File: config.mk
export PLATFORM = sky130hd
export DESIGN_NAME = sql_risk_stream_scanner
export DESIGN_NICKNAME = d
export VERILOG_FILES = /design/src/hw/rtl/srss_pkg.sv /design/src/hw/rtl/sql_risk_stream_scanner.sv
export SDC_FILE = /design/constraint.sdc
export NUM_CORES = 1
export LEC_CHECK = 0
export BUFFER_PORTS_ARGS = -buffer_cell sky130_fd_sc_hd__buf_2
export CORE_MARGIN = 5
export CORE_UTILIZATION = 57
export CTS_CLUSTER_DIAMETER = 150
export CTS_CLUSTER_SIZE = 14
export DETAILED_ROUTE_END_ITERATION = 12
export HOLD_SLACK_MARGIN = 0.08
export PLACE_DENSITY_LB_ADDON = 0.05
export SLEW_MARGIN = 40
export SYNTH_ARGS = -nofsm -noshare
export SYNTH_HDL_FRONTEND = slang
export SYNTH_SLANG_ARGS = --single-unit
File: constraint.sdc
create_clock -name clk -period 6.3 [get_ports clk]
set_input_delay 0.945 -clock clk [delete_from_list [all_inputs] [get_ports clk]]
set_output_delay 0.945 -clock clk [all_outputs]
set_load 0.1 [all_outputs]
File: src/hw/rtl/srss_pkg.sv
package srss_pkg;

    // Sizes of the pattern and keyword tables.
    localparam int NUM_PAT   = 11;
    localparam int NUM_KW    = 6;
    localparam int NUM_FLAGS = 12;
    localparam int PAT_MAX   = 18;
    localparam int KW_MAX    = 8;

    // Window patterns, right-aligned: the last character sits in bits [7:0].
    localparam logic [8*PAT_MAX-1:0] PAT_STR [NUM_PAT] = '{
        "SELECT *", "UNION SELECT", " OR 1=1", " OR TRUE", "--", "/*",
        "SLEEP(", "BENCHMARK(", {"INFORMATION_", "SCHEMA"}, "WHERE", "LIMIT"
    };
    localparam int PAT_LEN [NUM_PAT] = '{8, 12, 7, 8, 2, 2, 6, 10, 18, 5, 5};

    // Pattern positions in the seen vector.
    localparam int PAT_SELECT_STAR = 0;
    localparam int PAT_UNION       = 1;
    localparam int PAT_OR_ONE      = 2;
    localparam int PAT_OR_TRUE     = 3;
    localparam int PAT_DASH_DASH   = 4;
    localparam int PAT_SLASH_STAR  = 5;
    localparam int PAT_SLEEP       = 6;
    localparam int PAT_BENCHMARK   = 7;
    localparam int PAT_INFO_SCHEMA = 8;
    localparam int PAT_WHERE       = 9;
    localparam int PAT_LIMIT       = 10;

    // Statement keywords, padded with spaces to eight characters.
    // Character i of a keyword sits in byte (KW_MAX-1-i).
    localparam logic [8*KW_MAX-1:0] KW_STR [NUM_KW] = '{
        "DELETE  ", "UPDATE  ", "SELECT  ", "DROP    ", "TRUNCATE", "ALTER   "
    };
    localparam int KW_LEN [NUM_KW] = '{6, 6, 6, 4, 8, 5};

    localparam int KW_DELETE   = 0;
    localparam int KW_UPDATE   = 1;
    localparam int KW_SELECT   = 2;
    localparam int KW_DROP     = 3;
    localparam int KW_TRUNCATE = 4;
    localparam int KW_ALTER    = 5;

    // Flag bit positions.
    localparam int FLAG_EMPTY       = 0;
    localparam int FLAG_MULTI       = 1;
    localparam int FLAG_DELETE      = 2;
    localparam int FLAG_UPDATE      = 3;
    localparam int FLAG_SELECT_STAR = 4;
    localparam int FLAG_UNION       = 5;
    localparam int FLAG_TAUTOLOGY   = 6;
    localparam int FLAG_COMMENT     = 7;
    localparam int FLAG_SCHEMA      = 8;
    localparam int FLAG_TIME_PROBE  = 9;
    localparam int FLAG_UNBALANCED  = 10;
    localparam int FLAG_INFO_SCHEMA = 11;

    // Risk weights in hundredths, one per flag.
    localparam logic [6:0] FLAG_WEIGHT [NUM_FLAGS] = '{
        7'd80, 7'd45, 7'd96, 7'd92, 7'd30, 7'd35,
        7'd50, 7'd20, 7'd75, 7'd45, 7'd24, 7'd20
    };

    localparam logic [6:0] RISK_BASE  = 7'd2;
    localparam logic [6:0] RISK_MAX   = 7'd100;
    localparam logic [6:0] RISK_BLOCK = 7'd85;
    localparam logic [6:0] RISK_EMPTY = 7'd82;

    typedef enum logic [2:0] {
        VERDICT_OK         = 3'd0,
        VERDICT_WARN       = 3'd1,
        VERDICT_DELETE     = 3'd2,
        VERDICT_UPDATE     = 3'd3,
        VERDICT_MULTI      = 3'd4,
        VERDICT_SUSPICIOUS = 3'd5,
        VERDICT_EMPTY      = 3'd6
    } verdict_t;

    typedef enum logic [2:0] {
        PHASE_SKIP = 3'b001,
        PHASE_WORD = 3'b010,
        PHASE_DONE = 3'b100
    } word_phase_t;

    // Character classes.
    function automatic logic [7:0] fold_upper(input logic [7:0] c);
        return (c >= 8'h61 && c <= 8'h7A) ? c - 8'd32 : c;
    endfunction

    function automatic logic is_alpha(input logic [7:0] c);
        return (c >= 8'h41 && c <= 8'h5A) || (c >= 8'h61 && c <= 8'h7A);
    endfunction

    function automatic logic is_word(input logic [7:0] c);
        return is_alpha(c) || (c >= 8'h30 && c <= 8'h39) || c == 8'h5F;
    endfunction

    function automatic logic is_space(input logic [7:0] c);
        return c == 8'h20 || (c >= 8'h09 && c <= 8'h0D);
    endfunction

endpackage

File: src/hw/rtl/sql_risk_stream_scanner.sv
// Channel  | Direction | Handshake              | Payload
// ---------+-----------+------------------------+-------------------------------------
// input    | in        | in_valid / in_stall    | action, text_byte
// output   | out       | out_valid / out_stall  | allowed, flags, risk_hundredths, verdict
// config   | in        | cfg_write              | cfg_data (strict mode)
//
// One input transfer per cycle while in_stall is low; a text byte updates the scan state at its edge.
// An end-of-query transfer computes the verdict from the state in the same cycle
// and registers the result in the output register.
// in_stall rises only while a result waits in the output register under out_stall;
// text bytes and end markers both wait then.
// Reset clears all scan state, sets strict mode and empties the output register.
module sql_risk_stream_scanner #(
    parameter int WINDOW_DEPTH = 17
) (
    input  logic        clk,
    input  logic        rst_n,
    input  logic        cfg_write,
    input  logic        cfg_data,
    input  logic        in_valid,
    output logic        in_stall,
    input  logic        action,
    input  logic [7:0]  text_byte,
    output logic        out_valid,
    input  logic        out_stall,
    output logic        allowed,
    output logic [11:0] flags,
    output logic [6:0]  risk_hundredths,
    output logic [2:0]  verdict
);
    import srss_pkg::*;

    localparam logic [7:0] CH_SQUOTE = 8'h27;
    localparam logic [7:0] CH_DQUOTE = 8'h22;
    localparam logic [7:0] CH_SEMI   = 8'h3B;
    localparam logic [7:0] CH_NUL    = 8'h00;

    // Configuration and scan state.
    logic                  strict_reg;
    logic                  sq_reg, sq_next;
    logic                  dq_reg, dq_next;
    logic                  txt_reg, txt_next;
    logic [1:0]            stmt_reg, stmt_next;
    word_phase_t           phase_reg, phase_next;
    logic [5:0]            wlen_reg, wlen_next;
    logic [NUM_KW-1:0]     cand_reg, cand_next;
    logic [NUM_PAT-1:0]    seen_reg, seen_next;
    logic [7:0]            recent_reg [WINDOW_DEPTH];
    logic [7:0]            recent_next [WINDOW_DEPTH];
    logic                  ended_reg, ended_next;
    logic                  any_reg, any_next;

    // Result register.
    logic                  out_valid_reg, out_valid_next;
    logic                  allowed_reg;
    logic [11:0]           flags_reg;
    logic [6:0]            risk_reg;
    logic [2:0]            verdict_reg;

    logic                  in_fire, byte_take, end_fire;
    logic [7:0]            u;
    logic [7:0]            win [PAT_MAX];
    logic [NUM_PAT-1:0]    pat_hit;
    logic [NUM_KW-1:0]     char_ok, len_keep;

    logic [NUM_KW-1:0]     cand_eff;
    logic                  multi;
    logic [11:0]           flag_vec;
    logic [9:0]            sum_lo, sum_hi, risk_sum;
    logic [6:0]            risk_val;
    logic                  allow_val;
    verdict_t              verdict_val;

    // A result waiting under stall holds back the input side.
    assign in_stall  = out_valid_reg && out_stall;
    assign in_fire   = in_valid && !in_stall;
    assign end_fire  = in_fire && action;
    assign byte_take = in_fire && !action && !ended_reg && text_byte != CH_NUL;
    assign u         = fold_upper(text_byte);

    // Window seen by the matchers: the new byte, then the most recent ones.
    always_comb
    begin
        win[0] = u;
        for (int k = 1; k < PAT_MAX; k++)
        begin
            win[k] = recent_reg[k-1];
        end
    end

    // Pattern matchers, all in parallel.
    always_comb
    begin
        for (int p = 0; p < NUM_PAT; p++)
        begin
            pat_hit[p] = 1'b1;
            for (int k = 0; k < PAT_MAX; k++)
            begin
                if (k < PAT_LEN[p] && win[k] != PAT_STR[p][8*k +: 8])
                begin
                    pat_hit[p] = 1'b0;
                end
            end
        end
    end

    // Keyword tests on the current word position and on the word length.
    always_comb
    begin
        for (int j = 0; j < NUM_KW; j++)
        begin
            char_ok[j]  = 1'b0;
            len_keep[j] = (wlen_reg == 6'(KW_LEN[j]));
            for (int i = 0; i < KW_MAX; i++)
            begin
                if (wlen_reg == 6'(i) && i < KW_LEN[j]
                    && KW_STR[j][8*(KW_MAX-1-i) +: 8] == u)
                begin
                    char_ok[j] = 1'b1;
                end
            end
        end
    end

    // Next scan state for a text byte or a NUL terminator, or a clear on the end of a query.
    always_comb
    begin
        sq_next    = sq_reg;
        dq_next    = dq_reg;
        txt_next   = txt_reg;
        stmt_next  = stmt_reg;
        phase_next = phase_reg;
        wlen_next  = wlen_reg;
        cand_next  = cand_reg;
        seen_next  = seen_reg;
        ended_next = ended_reg;
        any_next   = any_reg;
        for (int i = 0; i < WINDOW_DEPTH; i++)
        begin
            recent_next[i] = recent_reg[i];
        end

        if (end_fire)
        begin
            sq_next    = 1'b0;
            dq_next    = 1'b0;
            txt_next   = 1'b0;
            stmt_next  = 2'd0;
            phase_next = PHASE_SKIP;
            wlen_next  = 6'd0;
            cand_next  = '1;
            seen_next  = '0;
            ended_next = 1'b0;
            any_next   = 1'b0;
            for (int i = 0; i < WINDOW_DEPTH; i++)
            begin
                recent_next[i] = 8'h00;
            end
        end
        else if (in_fire && !action && !ended_reg && text_byte == CH_NUL)
        begin
            ended_next = 1'b1;
        end
        else if (byte_take)
        begin
            any_next = 1'b1;

            // Quotes and statement separators.
            if (text_byte == CH_SQUOTE && !dq_reg)
            begin
                sq_next = !sq_reg;
            end
            else if (text_byte == CH_DQUOTE && !sq_reg)
            begin
                dq_next = !dq_reg;
            end
            else if (text_byte == CH_SEMI && !sq_reg && !dq_reg)
            begin
                if (txt_reg)
                begin
                    if (stmt_reg != 2'd2)
                    begin
                        stmt_next = stmt_reg + 2'd1;
                    end
                    txt_next = 1'b0;
                end
            end
            else if (!is_space(text_byte))
            begin
                txt_next = 1'b1;
            end

            // First word capture.
            if (phase_reg == PHASE_WORD || (phase_reg == PHASE_SKIP && is_alpha(text_byte)))
            begin
                if (is_word(text_byte))
                begin
                    phase_next = PHASE_WORD;
                    cand_next  = cand_reg & char_ok;
                    if (wlen_reg != 6'd63)
                    begin
                        wlen_next = wlen_reg + 6'd1;
                    end
                end
                else
                begin
                    phase_next = PHASE_DONE;
                    cand_next  = cand_reg & len_keep;
                end
            end

            // Pattern record and window shift.
            seen_next      = seen_reg | pat_hit;
            recent_next[0] = u;
            for (int i = 1; i < WINDOW_DEPTH; i++)
            begin
                recent_next[i] = recent_reg[i-1];
            end
        end
    end

    // Verdict from the state left by the query's last byte.
    always_comb
    begin
        unique case (phase_reg)
            PHASE_SKIP: cand_eff = '0;
            PHASE_WORD: cand_eff = cand_reg & len_keep;
            PHASE_DONE: cand_eff = cand_reg;
            default:    cand_eff = '0;
        endcase

        multi = (stmt_reg == 2'd2) || (stmt_reg == 2'd1 && txt_reg);

        flag_vec = '0;
        flag_vec[FLAG_MULTI]       = multi;
        flag_vec[FLAG_DELETE]      = cand_eff[KW_DELETE] && !seen_reg[PAT_WHERE];
        flag_vec[FLAG_UPDATE]      = cand_eff[KW_UPDATE] && !seen_reg[PAT_WHERE];
        flag_vec[FLAG_SELECT_STAR] = cand_eff[KW_SELECT] && seen_reg[PAT_SELECT_STAR]
                                     && !seen_reg[PAT_LIMIT];
        flag_vec[FLAG_UNION]       = seen_reg[PAT_UNION];
        flag_vec[FLAG_TAUTOLOGY]   = seen_reg[PAT_OR_ONE] || seen_reg[PAT_OR_TRUE];
        flag_vec[FLAG_COMMENT]     = seen_reg[PAT_DASH_DASH] || seen_reg[PAT_SLASH_STAR];
        flag_vec[FLAG_SCHEMA]      = cand_eff[KW_DROP] || cand_eff[KW_TRUNCATE]
                                     || cand_eff[KW_ALTER];
        flag_vec[FLAG_TIME_PROBE]  = seen_reg[PAT_SLEEP] || seen_reg[PAT_BENCHMARK];
        flag_vec[FLAG_UNBALANCED]  = sq_reg || dq_reg;
        flag_vec[FLAG_INFO_SCHEMA] = seen_reg[PAT_INFO_SCHEMA];

        // Weight sum in two halves, then saturate.
        sum_lo = 10'(RISK_BASE);
        sum_hi = 10'd0;
        for (int b = 0; b < NUM_FLAGS / 2; b++)
        begin
            if (flag_vec[b])
            begin
                sum_lo = sum_lo + 10'(FLAG_WEIGHT[b]);
            end
            if (flag_vec[b + NUM_FLAGS / 2])
            begin
                sum_hi = sum_hi + 10'(FLAG_WEIGHT[b + NUM_FLAGS / 2]);
            end
        end
        risk_sum = sum_lo + sum_hi;
        risk_val = (risk_sum > 10'(RISK_MAX)) ? RISK_MAX : risk_sum[6:0];

        allow_val = !(strict_reg && (flag_vec[FLAG_MULTI] || flag_vec[FLAG_DELETE]
                      || flag_vec[FLAG_UPDATE] || flag_vec[FLAG_SCHEMA]
                      || risk_val >= RISK_BLOCK));

        priority if (allow_val && flag_vec == '0)
        begin
            verdict_val = VERDICT_OK;
        end
        else if (allow_val)
        begin
            verdict_val = VERDICT_WARN;
        end
        else if (flag_vec[FLAG_DELETE])
        begin
            verdict_val = VERDICT_DELETE;
        end
        else if (flag_vec[FLAG_UPDATE])
        begin
            verdict_val = VERDICT_UPDATE;
        end
        else if (flag_vec[FLAG_MULTI])
        begin
            verdict_val = VERDICT_MULTI;
        end
        else
        begin
            verdict_val = VERDICT_SUSPICIOUS;
        end
    end

    // The output register empties on a transfer and fills on an end marker.
    always_comb
    begin
        out_valid_next = out_valid_reg && out_stall;
        if (end_fire)
        begin
            out_valid_next = 1'b1;
        end
    end

    // Control and scan state registers.
    always_ff @(posedge clk or negedge rst_n)
    begin
        if (!rst_n)
        begin
            strict_reg    <= 1'b1;
            sq_reg        <= 1'b0;
            dq_reg        <= 1'b0;
            txt_reg       <= 1'b0;
            stmt_reg      <= 2'd0;
            phase_reg     <= PHASE_SKIP;
            wlen_reg      <= 6'd0;
            cand_reg      <= '1;
            seen_reg      <= '0;
            ended_reg     <= 1'b0;
            any_reg       <= 1'b0;
            out_valid_reg <= 1'b0;
            for (int i = 0; i < WINDOW_DEPTH; i++)
            begin
                recent_reg[i] <= 8'h00;
            end
        end
        else
        begin
            if (cfg_write)
            begin
                strict_reg <= cfg_data;
            end
            sq_reg        <= sq_next;
            dq_reg        <= dq_next;
            txt_reg       <= txt_next;
            stmt_reg      <= stmt_next;
            phase_reg     <= phase_next;
            wlen_reg      <= wlen_next;
            cand_reg      <= cand_next;
            seen_reg      <= seen_next;
            ended_reg     <= ended_next;
            any_reg       <= any_next;
            out_valid_reg <= out_valid_next;
            for (int i = 0; i < WINDOW_DEPTH; i++)
            begin
                recent_reg[i] <= recent_next[i];
            end
        end
    end

    // Result payload, loaded on an end marker.
    always_ff @(posedge clk)
    begin
        if (end_fire)
        begin
            if (!any_reg)
            begin
                allowed_reg <= 1'b0;
                flags_reg   <= 12'(1) << FLAG_EMPTY;
                risk_reg    <= RISK_EMPTY;
                verdict_reg <= VERDICT_EMPTY;
            end
            else
            begin
                allowed_reg <= allow_val;
                flags_reg   <= flag_vec;
                risk_reg    <= risk_val;
                verdict_reg <= verdict_val;
            end
        end
    end

    assign out_valid       = out_valid_reg;
    assign allowed         = allowed_reg;
    assign flags           = flags_reg;
    assign risk_hundredths = risk_reg;
    assign verdict         = verdict_reg;

endmodule

==> out/results.ini, run 1 <==
[layout]
nets = 1121
drive_above_1_share_pct = 13.3
multiInputGateArea_um2 = 5490
nFillCells = 1542
fin_cells = 1315
seqCellArea_um2 = 4980
n_antenna_cell = 0
syn2layout_area_growth_pct = 10.6
largest_reg_flops = 136

[synth]
ys_warn_count = 0
syn_inst = 1051
synth_edf_count = 23
yosys_register_bits = 194
syn_area_per_cell_um2 = 10.2
syn_area_um2 = 10800
synth_cell_types = 86
ys_seq_area_share_pct = 46.3
synthArstFlopShare_pct = 88.1
syn-num-nets = 1104
ys.flop_type = dfrtp_1

[worst_setup_path]
worstPathRequired_ns = 6.47
worstSetupPathType = reg2reg
critPathLaunchType = flip-flop
r2r_slack_ns = 0.56
r2r-end = verdict[1]
critPathCaptureType = flip-flop
crit_fanout = 6
critPathArrivalTime_ns = 5.91
worst-r2r-cell-count = 22
timing.rr.start = wlen_reg[0]

[timing]
drv_slew = 0
finalCritPeriodShare_pct = 91.1
skew_ns = 0.0130
worst_slew_pin_slew_ns = 0.861
setup_viol = 0
rsz0062_at_grt = false
fin_crit_ns = 5.74
timing.fmax_mhz = 174
fin_setup_tns_ns = 0
final-hold-violation-count = 0
slew-limit-headroom_pct = 42.5

[clock_tree]
clockBufferDepth = 2
cts_buffers = 17
htree_levels = 4
path_clk_slew_ns = 0.08
clkLatencyLatePin_ns = 0.45
clock-sinks = 194
cts_root_buf = clkbuf_16
postCtsSetupRepairBufs = 0
cts_tree = built

[floorplan]
dieArea_um2 = 21700
die_h_um = 147
rows = 50
io_pins = 40
core_area_um2 = 18600
die_width_um = 147
start_util_pct = 57.7

[global_route]
met2_usage_pct = 37.6
grt_overflow = 0
antenna_found_initial = 0
grt_pass1_vias = 8166
grtUsageTotal_pct = 24.7
grt_pass1_wl_mm = 43.8
use_met3_pct = 4.41
grt_max_degree = 104
grt_use_met1_pct = 37.0
grt_busiest_layer = met2

[route]
wire_per_inst_um = 20.1
antenna_left = 0
drc = 0
wl_mm = 26.4
via_count = 8597
drt_iter0_markers = 947
drt_first_pass_iters = 6
vias_per_cell = 6.54

[pwr]
seq_power_share_pct = 40.2
vdd_drop_max_uv = 207
p_int_mw = 2.33
combPwrFrac_pct = 26.1
power_leakage_nw = 5.16
swShare_pct = 34.2
power_mw = 3.55
power_density_nw_per_um2 = 298
p_sw_mw = 1.21
p_clk_share_pct = 33.7

[flow_run]
drv_cap = 0

[placement]
io_buffer_count = 39
place_inst = 1282
gp_congestion = 0.958
dpl.hpwl_mm = 18.0

[worst_hold_path]
min_path_type = in2async

[status]
outcome = completed

## kinds of logic after synthesis
group,count (synthesis),synth area share [%]
flops,194,46.3
xor+xnor,35,3.05
mux,12,1.22
simple gates,379,19.5
buf+inv,89,3.15
fa+ha+maj,39,4.58
compound gates,303,22.2
## through the flow
stage	area, µm²	worst slack [ns]	hold WS [ns]	utilization (%)
after floorplan	10800	0.425	0.442	-
after global placement	11200	0.475	0.466	59.9
after detailed placement	11200	0.247	0.474	60.1
after CTS	11900	0.186	0.485	63.6
after global routing	11900	0.0435	0.337	63.8
final	11900	0.562	0.341	63.8
## Yosys cell counts (all sizes together) (4+ instances only)
cell type | number | area, µm²
dfrtp | 163 | 4080
a22o | 136 | 1190
nor2 | 81 | 304
nand2 | 79 | 304
clkbuf | 49 | 184
o21ai | 48 | 244
ha | 37 | 463
nor3 | 33 | 165
inv | 29 | 109
a21oi | 26 | 130
xnor2 | 26 | 235
nand3 | 25 | 125
edfxtp | 23 | 691
nand4 | 22 | 138
nor4 | 19 | 119
a31oi | 13 | 96.3
nor4b | 13 | 129
nor4bb | 13 | 136
nand2b | 11 | 68.8
nand3b | 11 | 82.6
nor2b | 11 | 68.8
nor3b | 11 | 87.6
a21o | 10 | 75.1
and2 | 10 | 62.6
and3 | 10 | 62.6
buf | 10 | 42.5
dfstp | 8 | 210
xor2 | 8 | 70.1
nand4b | 7 | 61.3
a211oi | 6 | 50.1
mux2 | 6 | 71.3
mux2i | 6 | 60.1
o31ai | 6 | 50.1
or2 | 6 | 37.5
or4 | 6 | 45.0
a21boi | 5 | 41.3
a32o | 5 | 50.1
o211ai | 5 | 42.5
o21a | 5 | 37.5
a2111oi | 4 | 35.0
a221oi | 4 | 82.6
a31o | 4 | 43.8
a32oi | 4 | 35.0
o22ai | 4 | 25.0
## power by group through the flow
stage                     clock [mW]  combinational [mW]  sequential (mW)
after floorplan                    0               0.587             1.53
after global placement             0               0.897             1.44
after detailed placement           0               0.906             1.45
after CTS                       1.22               0.914             1.42
after global routing            1.27                1.02             1.44
final                           1.19               0.926             1.43
## repair_timing
item / in CTS / in global routing
hold buffers: 0 / 0
setup endpoints to repair: 0 / 4
resized for setup: 0 / 5
## cell type report
cell class | count | share of cell area [%]
Sequential cell | 194 | 41.9
Inverter | 30 | 0.947
Clock buffer | 18 | 3.69
Timing Repair Buffer | 57 | 3.09
Clock inverter | 14 | 1.78
Multi-Input combinational cell | 768 | 46.2
Tap cell | 234 | 2.46
## cell usage in the layout (no fill, tap or decap), types with 11 or more instances in the layout
master / count
nand4_1: 22
a21oi_1: 26
nand2_1: 76
nand3b_1: 11
clkbuf_16: 17
buf_2: 38
nor2_1: 80
nand3_1: 25
ha_1: 36
a22o_1: 136
inv_1: 26
edfxtp_1: 23
a31oi_1: 11
nand2b_1: 11
xnor2_1: 25
nor4b_1: 11
nor4_1: 18
nor3_1: 33
buf_4: 15
dfrtp_1: 163
o21ai_0: 44
nor2b_1: 11
nor4bb_1: 12
## how the worst max path moves through the flow
| stage | startpoint | endpoint | slack [ns] | depth (start not counted) |
|---|---|---|---|---|
| 2_1_floorplan | wlen_reg[5] | verdict[1] | 0.42 | 20 |
| 5_1_grt | wlen_reg[0] | verdict[1] | 0.04 | 22 |
| 4_1_cts | phase_reg[1] | verdict[1] | 0.19 | 19 |
| 3_5_place_dp | wlen_reg[0] | verdict[1] | 0.25 | 22 |
| 6_report | wlen_reg[0] | verdict[1] | 0.56 | 22 |
| 3_3_place_gp | wlen_reg[0] | verdict[1] | 0.47 | 22 |
## layer usage
layer  share of wire [%]  vias to the layer above  wire length [µm]
li1                    -                     4036                 -
met4                 1.6                        0               425
met3                 5.8                       42              1520
met5                   0                        -                 0
met2                  45                      297             12000
met1                  47                     4222             12500
## critical path: stages (launching register included)
cell and delay (ns):
dfrtp_1 0.42, inv_1 0.11, ha_1 0.27, nor4b_1 0.18
a31o_2 0.28, a221oi_4 0.30, inv_1 0.24, ha_1 0.27
nor3b_1 0.24, mux2_4 0.22, or3_4 0.15, nand2_2 0.12
maj3_1 0.39, o211ai_2 0.19, xor2_1 0.10, ha_1 0.35
a21oi_1 0.11, o311ai_0 0.32, o311a_1 0.24, o311ai_1 0.18
a2111o_1 0.38, o21ai_1 0.27, o21ai_0 0.14
Power figures use the tool's default switching activity.
==> run 2, diff against run 1 <==
Settings changed: CORE_UTILIZATION 57 to 50.
==> run 2 against run 1 <==
Setup slack got worse by 0.14 ns; power decreased by 3.1%; critical path type unchanged; clock power decreased by 10%; wire length increased by 2.9%; clock skew increased by 0.0037 ns; fmax decreased by 2.4%; critical path depth unchanged; first-iteration DRC count decreased by 28%; flip-flop and latch count unchanged; utilization decreased by 7.3 points; via count decreased by 1.1%; register-to-register slack got worse by 0.14 ns.
==> out/results.ini, run 2 (same netlist as run 1, synthesis figures left out) <==
[status]
outcome = completed

[worst_setup_path]
cp_cell_sequence = inv_1, ha_1, nor4b_2, a31o_2, a221oi_4, buf_4, ha_1, and2_1, nor2_1, inv_1, ha_1, maj3_1, o211ai_2, xor2_1, ha_1, a21oi_1, o311ai_0, o311a_1, o311ai_1, a2111o_1, o21ai_0, o21ai_0
critPathArrivalTime_ns = 6.05  ; +0.14 ns
timing.rr.start = wlen_reg[0]
critPathCaptureType = flip-flop
worstSetupPathType = reg2reg
r2r_slack_ns = 0.42  ; -0.14 ns
worstPathRequired_ns = 6.47  ; about the same
worst-r2r-cell-count = 22  ; unchanged
crit_fanout = 9  ; +3
critPathLaunchType = flip-flop
r2r-end = verdict[1]
crit_start = wlen_reg[0]
cp_slowest_stage_delay_ns = 0.41  ; about the same
critPathTopFamily = compound AO/OA/AOI/OAI gates
crit_buf_inv = 3  ; +1
path_common_cell = ha_1
crit_slowest_cell = dfrtp_1

[layout]
syn2layout_area_growth_pct = 10.8
drive_above_1_share_pct = 13.8  ; +0.47 points
n_antenna_cell = 0  ; unchanged
final_area_um2 = 11900  ; +0.21%
final_cell_mix = 163 x dfrtp_1, 136 x a22o_1, 80 x nor2_1, 75 x nand2_1, 46 x o21ai_0
post-route-util_pct = 56.5  ; -7.3 points
largest_reg_flops = 136  ; unchanged
nets = 1129  ; +0.71%
final_common_cell = dfrtp_1
fin_cells = 1363  ; +3.7%

[timing]
fin_crit_ns = 5.88  ; +0.143 ns
rsz0062_at_grt = false
slew-limit-headroom_pct = 51.2  ; +8.7 points
timing.fmax_mhz = 170  ; -2.4%
finalCritPeriodShare_pct = 93.4  ; +2.3 points
final-hold-violation-count = 0  ; unchanged
drv_slew = 0  ; unchanged
fin_setup_tns_ns = 0  ; unchanged
setup_viol = 0  ; unchanged
skew_ns = 0.0167  ; +0.00370 ns
worst_slew_pin_slew_ns = 0.729  ; -0.131 ns

[global_route]
grt_overflow = 0  ; unchanged
grtUsageTotal_pct = 22.5  ; -2.1 points
grt_max_degree = 83  ; -20%
antenna_found_initial = 0  ; unchanged
grt_pass1_wl_mm = 44.5  ; +1.7%
grt_pass1_vias = 8192  ; +0.32%

[clock_tree]
path_clk_slew_ns = 0.07  ; about the same
cts_buffers = 17  ; unchanged
clockBufferDepth = 2  ; unchanged
htree_levels = 4  ; unchanged
clkLatencyLatePin_ns = 0.44  ; about the same
clock-sinks = 194  ; unchanged
cts_root_buf = clkbuf_16
cts_tree = built
cts_hold_buf = 0  ; unchanged

[placement]
io_buffer_count = 39  ; unchanged
dpl_cell_area_um2 = 11300  ; +0.61%
gp_congestion = 0.908  ; -5.2%
place_inst = 1326  ; +3.4%
dpl.hpwl_mm = 18.8  ; +4.1%

[flow_run]
drv_cap = 0  ; unchanged

[pwr]
vdd_drop_max_uv = 175  ; -15%
power_leakage_nw = 5.17  ; +0.19%
power_density_nw_per_um2 = 288  ; -3.3%
power_mw = 3.44  ; -3.1%

[floorplan]
io_pins = 40  ; unchanged
dieArea_um2 = 24600  ; +13%
rows = 53  ; +6.0%
die_width_um = 157  ; +6.3%
start_util_pct = 51.0  ; -6.7 points
die_h_um = 157  ; +6.3%
core_area_um2 = 21100  ; +13%

[route]
wire_per_inst_um = 20.0  ; -0.69%
route.met2.wl_mm = 12.2  ; +1.3%
dr_wl_met3_mm = 1.26  ; -17%
drt_iter0_markers = 681  ; -28%
drt_first_pass_iters = 5  ; -1
wl_mm = 27.2  ; +2.9%
vias_per_cell = 6.24  ; -4.6%
antenna_left = 0  ; unchanged
via_count = 8503  ; -1.1%
wl_met1_mm = 13.4  ; +7.3%
highest_layer = met4
drc = 0  ; unchanged

[worst_hold_path]
min_path_type = in2async

## run 2: changes by cell type in the layout (fill, tap and decap cells not counted), moves of 2 or more
cell	change
o21ai_1	-2
inv_8	-2
clkinv_4	+2
buf_4	+8
clkinv_2	+2
o21ai_0	+2
bufinv_16	-3
## run 2: how the worst max path moves through the flow
| stage | cells past startpoint | slack, ns | endpoint |
|---|---|---|---|
| final | 22 | 0.42 | verdict[1] |
| after global routing | 19 | 0.000001 | verdict[1] |
| after CTS | 22 | 0.04 | verdict[1] |
| after detailed placement | 22 | -0.08 | verdict[1] |
| after global placement | 22 | 0.22 | verdict[1] |
| after floorplan | 20 | 0.42 | verdict[1] |
## run 2: timing repair
item,in CTS,in global routing
buffers inserted,0,5
pin swaps,0,1
setup endpoints to repair,3,4
gates resized for setup,1,2
cloned,0,0
## run 2: final cells by class
type	count	area (µm²)
Clock buffer	19	464
Clock inverter	12	113
Fill cell	1846	9170
Inverter	30	113
Multi-Input combinational cell	768	5490
Sequential cell	194	4980
Tap cell	275	344
Timing Repair Buffer	65	419
## run 2: per-stage QoR
| step | setup WS, ns | hold WS, ns |
|---|---|---|
| after detailed placement | -0.0815 | 0.471 |
| after global routing | 0.00000133 | 0.415 |
| after CTS | 0.0448 | 0.392 |
| after floorplan | 0.425 | 0.442 |
| final | 0.419 | 0.395 |
| after global placement | 0.221 | 0.467 |
## run 2: where the power goes
part,internal [mW],total (mW),switching [mW]
Clock,0.554,1.07,0.519
Combinational,0.327,0.936,0.609
Sequential,1.35,1.43,0.0745
Total,2.23,3.44,1.20
## run 2: layer usage
metal	track usage (%)	vias to the layer above
met5	0	-
met4	5.79	0
met3	3.37	35
met2	34.3	242
met1	33.9	4179
li1	-	4047
